`src/sv/orhl_pkg.sv`:
```
package orhl_pkg;

   // Command codes carried in the action field.
   typedef enum logic [2:0] {
      ACT_SAVE        = 3'd0,
      ACT_CLEAR       = 3'd1,
      ACT_READ_POS    = 3'd2,
      ACT_READ_NEWEST = 3'd3,
      ACT_STATUS      = 3'd4
   } action_type;

   localparam int unsigned ACTION_BITS   = 3;
   localparam int unsigned PAYLOAD_W     = 64;
   localparam int unsigned POSITION_BITS = 5;
   localparam int unsigned SEQ_BITS      = 32;
   localparam int unsigned COUNT_BITS    = 6;
   localparam int unsigned SLOT_BITS     = 5;

   // Request item layout, lowest bit first.
   localparam int unsigned REQ_ACTION_LSB   = 0;
   localparam int unsigned REQ_PAYLOAD_LSB  = REQ_ACTION_LSB + ACTION_BITS;
   localparam int unsigned REQ_POSITION_LSB = REQ_PAYLOAD_LSB + PAYLOAD_W;
   localparam int unsigned REQ_USED_BITS    = REQ_POSITION_LSB + POSITION_BITS;
   localparam int unsigned REQ_DATA_BITS    = ((REQ_USED_BITS + 7) / 8) * 8;

   // Response item layout, lowest bit first.
   localparam int unsigned RSP_OK_LSB      = 0;
   localparam int unsigned RSP_PAYLOAD_LSB = RSP_OK_LSB + 1;
   localparam int unsigned RSP_SEQ_LSB     = RSP_PAYLOAD_LSB + PAYLOAD_W;
   localparam int unsigned RSP_COUNT_LSB   = RSP_SEQ_LSB + SEQ_BITS;
   localparam int unsigned RSP_SLOT_LSB    = RSP_COUNT_LSB + COUNT_BITS;
   localparam int unsigned RSP_EN_LSB      = RSP_SLOT_LSB + SLOT_BITS;
   localparam int unsigned RSP_USED_BITS   = RSP_EN_LSB + 1;
   localparam int unsigned RSP_DATA_BITS   = ((RSP_USED_BITS + 7) / 8) * 8;

endpackage

```
`src/sv/orhl_ram.sv`:
```
module orhl_ram #(
   parameter int unsigned WIDTH = 96,
   parameter int unsigned DEPTH = 32
) (
   input  logic                     clock,
   input  logic                     wr_en,
   input  logic [$clog2(DEPTH)-1:0] wr_addr,
   input  logic [WIDTH-1:0]         wr_data,
   input  logic                     rd_en,
   input  logic [$clog2(DEPTH)-1:0] rd_addr,
   output logic [WIDTH-1:0]         rd_data
);

   logic [WIDTH-1:0] mem_ff [DEPTH];
   logic [WIDTH-1:0] rd_data_ff;

   always_ff @(posedge clock) begin
      if (wr_en) begin
         mem_ff[wr_addr] <= wr_data;
      end
      if (rd_en) begin
         rd_data_ff <= mem_ff[rd_addr];
      end
   end

   assign rd_data = rd_data_ff;

endmodule

```
`src/sv/overwrite_ring_history_log_core.sv`:
```
// Overwrite-oldest history log. Each save stores a payload with a running
// 32-bit sequence number (starting at 1) in a ring of DEPTH entries held in one
// synchronous RAM; once the ring is full the oldest entry is overwritten.
// Reads fetch by chronological position (0 = oldest) or the newest entry.
// Every request item gives exactly one response item. An accepted item waits
// in the pending register while the RAM's registered read completes at the
// accept edge, then loads the response register once it is free; the block
// takes one item per cycle as long as rsp_tready stays high, and the RAM read
// port is the only shared unit on that path. Log contents need no clearing
// after reset or clear: reads are bounded by the entry count. Write csr_wdata
// (store enabled) only while idle.
module overwrite_ring_history_log_core
   import orhl_pkg::*;
#(
   parameter int unsigned DEPTH        = 32,
   parameter int unsigned PAYLOAD_BITS = 64
) (
   input  logic                     clock,
   input  logic                     reset,
   // req_tdata: action[2:0], payload_in[66:3], position[71:67]
   input  logic                     req_tvalid,
   output logic                     req_tready,
   input  logic [REQ_DATA_BITS-1:0] req_tdata,
   // rsp_tdata: ok[0], payload_out[64:1], sequence_out[96:65],
   // count_out[102:97], write_slot_out[107:103], enabled_out[108], zero above
   output logic                     rsp_tvalid,
   input  logic                     rsp_tready,
   output logic [RSP_DATA_BITS-1:0] rsp_tdata,
   // store enabled register
   input  logic                     csr_valid,
   output logic                     csr_ready,
   input  logic [0:0]               csr_wdata
);

   localparam int unsigned SW    = $clog2(DEPTH);
   localparam int unsigned CW    = $clog2(DEPTH + 1);
   localparam int unsigned AW    = ((SW > POSITION_BITS) ? SW : POSITION_BITS) + 1;
   localparam int unsigned WORD  = SEQ_BITS + PAYLOAD_BITS;

   // Architectural state.
   logic                 en_ff;
   logic [CW-1:0]        cnt_ff, cnt_in;
   logic [SW-1:0]        slot_ff, slot_in;
   logic [SEQ_BITS-1:0]  seq_ff, seq_in;

   // Item waiting for RAM read data.
   logic                 pend_ff;
   logic                 pend_read_ff, pend_read_in;
   logic                 pend_ok_ff, pend_ok_in;
   logic [SEQ_BITS-1:0]  pend_seq_ff, pend_seq_in;
   logic [CW-1:0]        pend_cnt_ff;
   logic [SW-1:0]        pend_slot_ff;
   logic                 pend_en_ff;

   // Response register.
   logic                     rsp_tvalid_ff;
   logic [RSP_DATA_BITS-1:0] rsp_data_ff, rsp_data_in;

   logic                     accept, out_free, advance;
   action_type               act;
   logic [POSITION_BITS-1:0] pos;
   logic [AW-1:0]            pos_ext, cnt_ext, wrap_sum;

   logic                 wr_en, rd_en;
   logic [SW-1:0]        rd_addr;
   logic [WORD-1:0]      wr_word, rd_word;

   logic [CW+COUNT_BITS-1:0]        cnt_wide;
   logic [SW+SLOT_BITS-1:0]         slot_wide;
   logic [PAYLOAD_BITS+PAYLOAD_W-1:0] pay_wide;
   logic [PAYLOAD_W-1:0]            pay_res;
   logic [SEQ_BITS-1:0]             seq_res;

   assign csr_ready = 1'b1;

   // Advance the pending item into the response register when it is free.
   assign out_free   = !rsp_tvalid_ff || rsp_tready;
   assign advance    = pend_ff && out_free;
   assign req_tready = !pend_ff || out_free;
   assign accept     = req_tvalid && req_tready;

   assign act      = action_type'(req_tdata[REQ_ACTION_LSB +: ACTION_BITS]);
   assign pos      = req_tdata[REQ_POSITION_LSB +: POSITION_BITS];
   assign pos_ext  = AW'(pos);
   assign cnt_ext  = AW'(cnt_ff);
   // Unroll from the write slot once full; position < count keeps sum < 2*DEPTH.
   assign wrap_sum = AW'(slot_ff) + pos_ext;
   assign wr_word  = {seq_ff, req_tdata[REQ_PAYLOAD_LSB +: PAYLOAD_BITS]};

   always_comb begin
      cnt_in       = cnt_ff;
      slot_in      = slot_ff;
      seq_in       = seq_ff;
      wr_en        = 1'b0;
      rd_en        = 1'b0;
      rd_addr      = '0;
      pend_read_in = 1'b0;
      pend_ok_in   = 1'b0;
      pend_seq_in  = '0;
      unique case (act)
         ACT_SAVE: begin
            if (en_ff) begin
               wr_en       = accept;
               seq_in      = seq_ff + 1'b1;
               slot_in     = (slot_ff == SW'(DEPTH - 1)) ? '0 : slot_ff + 1'b1;
               cnt_in      = (cnt_ff == CW'(DEPTH)) ? cnt_ff : cnt_ff + 1'b1;
               pend_ok_in  = 1'b1;
               pend_seq_in = seq_ff;
            end
         end
         ACT_CLEAR: begin
            if (en_ff) begin
               cnt_in     = '0;
               slot_in    = '0;
               seq_in     = SEQ_BITS'(1);
               pend_ok_in = 1'b1;
            end
         end
         ACT_READ_POS: begin
            if (pos_ext < cnt_ext) begin
               rd_en        = accept;
               pend_read_in = 1'b1;
               pend_ok_in   = 1'b1;
               if (cnt_ff != CW'(DEPTH)) begin
                  rd_addr = pos_ext[SW-1:0];
               end else if (wrap_sum >= AW'(DEPTH)) begin
                  rd_addr = SW'(wrap_sum - AW'(DEPTH));
               end else begin
                  rd_addr = wrap_sum[SW-1:0];
               end
            end
         end
         ACT_READ_NEWEST: begin
            if (cnt_ff != '0) begin
               rd_en        = accept;
               pend_read_in = 1'b1;
               pend_ok_in   = 1'b1;
               rd_addr      = (slot_ff == '0) ? SW'(DEPTH - 1) : slot_ff - 1'b1;
            end
         end
         ACT_STATUS: begin
            pend_ok_in = 1'b1;
         end
         default: begin
            pend_ok_in = 1'b0;
         end
      endcase
   end

   // A save writes the RAM at the accept edge; any later read samples the
   // array at a later edge, so read-after-write needs no bypass.
   orhl_ram #(
      .WIDTH (WORD),
      .DEPTH (DEPTH)
   ) u_ram (
      .clock   (clock),
      .wr_en   (wr_en),
      .wr_addr (slot_ff),
      .wr_data (wr_word),
      .rd_en   (rd_en),
      .rd_addr (rd_addr),
      .rd_data (rd_word)
   );

   // Build the response from the pending item and the RAM read data.
   always_comb begin
      cnt_wide  = {{COUNT_BITS{1'b0}}, pend_cnt_ff};
      slot_wide = {{SLOT_BITS{1'b0}}, pend_slot_ff};
      pay_wide  = {{PAYLOAD_W{1'b0}}, rd_word[PAYLOAD_BITS-1:0]};
      if (pend_read_ff) begin
         pay_res = pay_wide[PAYLOAD_W-1:0];
         seq_res = rd_word[PAYLOAD_BITS +: SEQ_BITS];
      end else begin
         pay_res = '0;
         seq_res = pend_seq_ff;
      end
      rsp_data_in = '0;
      rsp_data_in[RSP_OK_LSB]                    = pend_ok_ff;
      rsp_data_in[RSP_PAYLOAD_LSB +: PAYLOAD_W]  = pay_res;
      rsp_data_in[RSP_SEQ_LSB +: SEQ_BITS]       = seq_res;
      rsp_data_in[RSP_COUNT_LSB +: COUNT_BITS]   = cnt_wide[COUNT_BITS-1:0];
      rsp_data_in[RSP_SLOT_LSB +: SLOT_BITS]     = slot_wide[SLOT_BITS-1:0];
      rsp_data_in[RSP_EN_LSB]                    = pend_en_ff;
   end

   // Control state.
   always_ff @(posedge clock) begin
      if (reset) begin
         en_ff         <= 1'b1;
         cnt_ff        <= '0;
         slot_ff       <= '0;
         seq_ff        <= SEQ_BITS'(1);
         pend_ff       <= 1'b0;
         rsp_tvalid_ff <= 1'b0;
      end else begin
         if (csr_valid && csr_ready) begin
            en_ff <= csr_wdata[0];
         end
         if (accept) begin
            cnt_ff  <= cnt_in;
            slot_ff <= slot_in;
            seq_ff  <= seq_in;
            pend_ff <= 1'b1;
         end else if (advance) begin
            pend_ff <= 1'b0;
         end
         if (advance) begin
            rsp_tvalid_ff <= 1'b1;
         end else if (rsp_tready) begin
            rsp_tvalid_ff <= 1'b0;
         end
      end
   end

   // Payload registers: hold the pending item, capture the state after it.
   always_ff @(posedge clock) begin
      if (accept) begin
         pend_read_ff <= pend_read_in;
         pend_ok_ff   <= pend_ok_in;
         pend_seq_ff  <= pend_seq_in;
         pend_cnt_ff  <= cnt_in;
         pend_slot_ff <= slot_in;
         pend_en_ff   <= en_ff;
      end
      if (advance) begin
         rsp_data_ff <= rsp_data_in;
      end
   end

   assign rsp_tvalid = rsp_tvalid_ff;
   assign rsp_tdata  = rsp_data_ff;

endmodule

```
`config.mk`:
```
export PLATFORM = sky130hd
export DESIGN_NAME = overwrite_ring_history_log_core
export DESIGN_NICKNAME = d
export VERILOG_FILES = /design/src/sv/orhl_pkg.sv /design/src/sv/orhl_ram.sv /design/src/sv/overwrite_ring_history_log_core.sv
export SDC_FILE = /design/constraint.sdc
export NUM_CORES = 2
export LEC_CHECK = 0
export BUFFER_PORTS_ARGS = -buffer_cell sky130_fd_sc_hd__buf_2
export CAP_MARGIN = 10
export CORE_ASPECT_RATIO = 1.5
export CORE_MARGIN = 2
export CORE_UTILIZATION = 50
export DETAILED_ROUTE_END_ITERATION = 12
export GPL_TIMING_DRIVEN = 0
export PLACE_DENSITY = 0.71
export SLEW_MARGIN = 20
export SYNTH_ARGS = -nofsm -noshare
export SYNTH_HDL_FRONTEND = slang
export SYNTH_SLANG_ARGS = --single-unit
```
`constraint.sdc`:
```
create_clock -name clock -period 7 [get_ports clock]
set_input_delay 0.7 -clock clock [delete_from_list [all_inputs] [get_ports clock]]
set_output_delay 0.7 -clock clock [all_outputs]
set_load 0.01 [all_outputs]
```
**After elaboration in Yosys (flattened, before gate mapping)**

Memory sizes are Yosys's and may differ from the RTL's. A register that Yosys moved wholly into a read port is not among the register bits.
Index checks and enable logic that the tools add are counted.
W data, S select, Z words.

- Order comparisons: 2
- Reduce and logical (&&, ||, !) cells: 15
- Add/sub/neg operators: 6
- Multiplexer cells: 34
- Eq/ne operators: 9

Operator list:

| operator | count |
|---|---|
| $mux W32 | 3 |
| $pmux W32 S2 | 1 |
| $mux W5 | 8 |
| $add A32 B1 Y32 const B | 1 |
| $pmux W5 S2 | 2 |
| $mux W6 | 3 |
| $mux W1 | 13 |
| $pmux W6 S2 | 1 |
| $sub A5 B1 Y5 const B | 2 |
| $add A5 B5 Y6 | 1 |
| $add A6 B1 Y6 const B | 1 |
| $eq A3 B2 Y1 const B | 2 |
| $eq A6 B6 Y1 const B | 1 |
| $ge A6 B6 Y1 const B | 1 |
| $lt A5 B6 Y1 | 1 |
| $ne A6 B6 Y1 const B | 1 |
| $reduce_bool A2 Y1 | 3 |
| $reduce_bool A6 Y1 | 1 |
| $add A5 B1 Y5 const B | 1 |
| $eq A5 B5 Y1 const B | 1 |
| $logic_not A5 Y1 | 1 |
| $ne A2 B2 Y1 const B | 2 |
| $pmux W1 S2 | 2 |
| $pmux W1 S4 | 1 |
| 9 further kinds | 12 |

- Bits in writable memories: 3,072
- Word-level logic and storage cells: 81
- Register bits after elaboration: 201
- Input port bits: 78
- Memories kept: 1

Memory list:

| name | depth | width | rd ports | clocked after memory_dff | write ports | RTL line | source |
|---|---|---|---|---|---|---|---|
| u_ram.mem_ff | 32 | 96 | 1 | 1 | 1 | orhl_ram.sv:14 | `logic [WIDTH-1:0] mem_ff [DEPTH];` |

**Depth between registers and ports, before layout**

- Depth in word-level cells: 8
- Depth in mapped cells: 15

**By module**

A second synthesis with hierarchy kept.

- Cell total of the unflattened synthesis: 6,270
- Area, all modules: 128,147.9 µm²

By module, submodules not included:

| module | instances | cells each | area each (µm²) |
|---|---|---|---|
| orhl_ram | 1 | 5,604 | 119,514.6 |
| overwrite_ring_history_log_core | 1 | 666 | 8,633.3 |

**Worst setup path after synthesis**

OpenSTA, ideal clock, no wires.

- Path type: in2reg
- Start point: input req_tdata[70]
- End point: register u_ram.rd_data_ff[0] (netlist: u_ram.rd_data[0]) (read register of u_ram.mem_ff), enable pin
- Library setup time: 0.582 ns
- Setup slack: 0.226 ns
- Data arrival time: 6.192 ns
- Stages: 5
- Cell sequence: ha_1 a211oi_1 o211a_1 nor2_1 a21oi_1

RTL lines:

| element | RTL line | source |
|---|---|---|
| from (decl) | overwrite_ring_history_log_core.sv:23 | `input logic [REQ_DATA_BITS-1:0] req_tdata,` |
| $lt A5 B6 Y1 | overwrite_ring_history_log_core.sv:120 | `if (pos_ext < cnt_ext) begin` |
| $mux W1 | overwrite_ring_history_log_core.sv:120 |  |
| $pmux W1 S2 | overwrite_ring_history_log_core.sv:100 | `unique case (act)` |
| via rd_en | overwrite_ring_history_log_core.sv:64 | `logic wr_en, rd_en;` |
| to (decl) | orhl_ram.sv:15 | `logic [WIDTH-1:0] rd_data_ff;` |

The timed path passes the listed nets, and every way through them passes these cells.
A chain may end at the register's enable or synchronous reset.

**Worst setup path after layout**

- Start point: register cnt_ff[3] (netlist: cnt_ext[3])
- End point: register u_ram.rd_data_ff[65] (netlist: u_ram.rd_data[65]) (read register of u_ram.mem_ff), data pin

- Cells in the longest elaborated chain, start to end: 4

Ends and longest elaborated chain:

| element | RTL line | source |
|---|---|---|
| from (decl) | overwrite_ring_history_log_core.sv:42 | `logic [CW-1:0] cnt_ff, cnt_in;` |
| from (signal assigned) | overwrite_ring_history_log_core.sv:200 | `cnt_ff <= cnt_in;` |
| branches (longest 4 deep; another with $lt A5 B6 Y1) | -- |  |

Several ways; the timed one is not identified.

==> results_dict.tcl <==
set metrics [dict create \
    cts_htree_levels 5 \
    final_core_util 0.577 \
    ctsResizeCount 0 \
    fp.dieArea_sq_um 266000 \
    worst_pin_slew_ns 1.23 \
    first_global_vias 82725 \
    vias_per_cell 6.40 \
    cp_cell_sequence "buf_2 > inv_1 > ha_1 > a211oi_1 > o211a_1 > nor2_1 > nor4_1 > or3_1 > buf_2 > buf_2 > nand2_1 > buf_2 > buf_2 > a311oi_1 > a221oi_1" \
    synth_area_per_cell_sq_um 15.4 \
    synthDistinctLibCells 66 \
    cts_hold_buf 1 \
    hold_viol 0 \
    synth_edf_count 3323 \
    wl_per_cell_microns 30.7 \
    final_area_sq_um 151000 \
    antenna_left 0 \
    min_path_type "in -> reg" \
    min_period_ns 6.78 \
    min_delay_path_depth 2 \
    status "finished, final reports clean" \
    yosys_most_used_dff "edfxtp_1" \
    grt_pass1_wl_microns 562000 \
    io_pins 193 \
    dp_slack_ns 0.359 \
    postCtsSetupBuffers 0 \
    syn_inst 8509 \
    grt_max_degree 39 \
    layout_commonest_cell "edfxtp_1" \
    ir_drop_mv 0.203 \
    nets 9287 \
    synth_seq_cells 3369 \
    dr.pass1.iters 10 \
    p_per_area_nw_per_um2 265 \
    skew_ns 0.0644 \
    netlist_area_sq_um 131000 \
    yosysWarnings 0 \
    clock-sinks 3369 \
    grt_setup_unrepaired "false" \
    core-area_sq_um 261000 \
    cts_tree "yes" \
    route.detailed.drc 0 \
    die_h_microns 631 \
    endpoint_kind "flip-flop" \
    maxSlewViolCount 0 \
    fin_ws_ns 0.221 \
    cp_common_cell "buf_2" \
    maxCapViolations 0 \
    fin_tns_setup_ns 0 \
    cp.required_ns 7.52 \
    start_kind "flip-flop" \
    place_congestion 0.896 \
    routed_wl_microns 397000 \
    placed_area_sq_um 141000 \
    drive_gt1_frac 0.133 \
    vias 82822 \
    cp.arrival_ns 7.30 \
    reg2reg_depth 15 \
    clk_path_buf_depth 4 \
    crit_slowest_cell "buf_2" \
    p_leak_uw 0.0503 \
    drtIter0Drc 10748 \
    cts_root_buf "clkbuf_16" \
    clkLatencyLatePin_ns 0.91 \
    start_util 0.502 \
    grt_usage 0.291 \
    clk_pin_slew_ns 0.07 \
    final-setup-viol-count 0 \
    relSlewSlack 0.160 \
    grt-ovfl-total 0 \
    crit_type "reg -> reg" \
    critical-path-max-stage-delay_ns 0.83 \
    layout_common_cells "edfxtp_1, nand2_1, clkbuf_1" \
    async_flop_share 0 \
    seq_area_frac_synth 0.769 \
    max_freq_ghz 0.148 \
    port_buffers 187 \
    rows 230 \
    cts_inserted_buffers 298 \
    area_growth_pct 15.0 \
    post-dp-hpwl_microns 281000 \
    die_w_microns 422 \
    worstPathMaxFanout 11 \
    post-route-period-util 0.968 \
    antenna_found_initial 27 \
]
synth_stat cells, types with 18 or more instances:
library cell,instances,area share
mux2_2,35,0.0030
buf_2,151,0.0058
o21ai_0,115,0.0044
xor2_1,25,0.0017
a22oi_1,18,0.0010
a221oi_1,85,0.0057
a21oi_1,196,0.0075
edfxtp_1,3323,0.76
a211oi_1,377,0.022
and2_1,99,0.0047
nand3_1,357,0.014
and3_1,358,0.017
mux4_2,131,0.023
nand2_1,1778,0.051
a2111oi_0,103,0.0069
dfxtp_1,46,0.0070
a311oi_1,430,0.029
clkbuf_1,431,0.012
nor2_1,90,0.0026
mux2i_1,41,0.0031
buf_4,24,0.0014
a31oi_1,90,0.0043
a21boi_0,25,0.0014
stage by stage:
| step | instances | power (uW) | hold WS [ns] |
|---|---|---|---|
| 3_3_place_gp | 12178 | 23700 | 0.405 |
| 4_1_cts | 12902 | 39900 | 0.0179 |
| 2_1_floorplan | 8511 | 23100 | 0.400 |
| 6_report | 12936 | 39900 | 0.0641 |
| 3_5_place_dp | 12370 | 23700 | 0.407 |
| 5_1_grt | 12914 | 40700 | 0.0493 |
final timing paths:
check / to / slack (ns) / startpoint
min: en_ff$_SDFFE_PP1P_ / 0.06 / csr_valid
max: u_ram.rd_data[65]$_DFFE_PP_ / 0.22 / cnt_ext[3]$_SDFFE_PP0P_
min reg2reg: rsp_tdata[105]$_DFFE_PP_ / 0.42 / pend_slot_ff[2]$_DFFE_PP_
max reg2reg: u_ram.rd_data[65]$_DFFE_PP_ / 0.22 / cnt_ext[3]$_SDFFE_PP0P_
cell families after synthesis:
kind of cell,synth area share
AOI/OAI and AO/OA,0.0854
muxes,0.0287
buffers and inverters,0.0211
DFF,0.769
other,0.0000573
adders and majority gates,0.00178
xor gates and xnor gates,0.00207
and+or+nand+nor,0.0922
where the power goes:
part / internal (uW) / total [uW] / switching [uW]
clock network: 9220 / 16500 / 7330
registers: 22100 / 22100 / 19.7
logic: 301 / 1200 / 900
layout make-up:
cell class	count	area [sq um]
diodes	34	85.1
plain buffers	630	2740
clock buffers	377	8150
clock inverters	154	1470
fillers	19299	110000
inverters	14	52.6
multi-input cells	4498	27800
flip-flops and latches	3369	101000
well taps	3480	4350
repair buffers	380	5220
state kept, by name, indices dropped and copies added (netlist names), 5 cells and up:
register       flops
u_ram.mem_ff    3072
rsp_tdata        109
u_ram.rd_data     96
pend_seq_ff       32
seq_ff            32
cnt_ext            6
pend_cnt_ff        6
pend_slot_ff       5
slot_ff            5
routing by layer:
metal	wire length (microns)	vias up	track usage
met2	202000	5306	0.502
met3	32300	1579	0.0501
li1	-	34616	-
met4	37300	6	0.243
met1	126000	41315	0.313
met5	23	-	0
worst max-delay path: cells and delay by family (launching register included):
family / cells / cell delay [ns]
buffers and inverters: 6 / 2.52
and+or+nand+nor: 4 / 1.82
AOI/OAI and AO/OA: 4 / 1.38
DFF: 1 / 0.32
adders and majority gates: 1 / 0.30
Power figures use the tool's default switching activity.
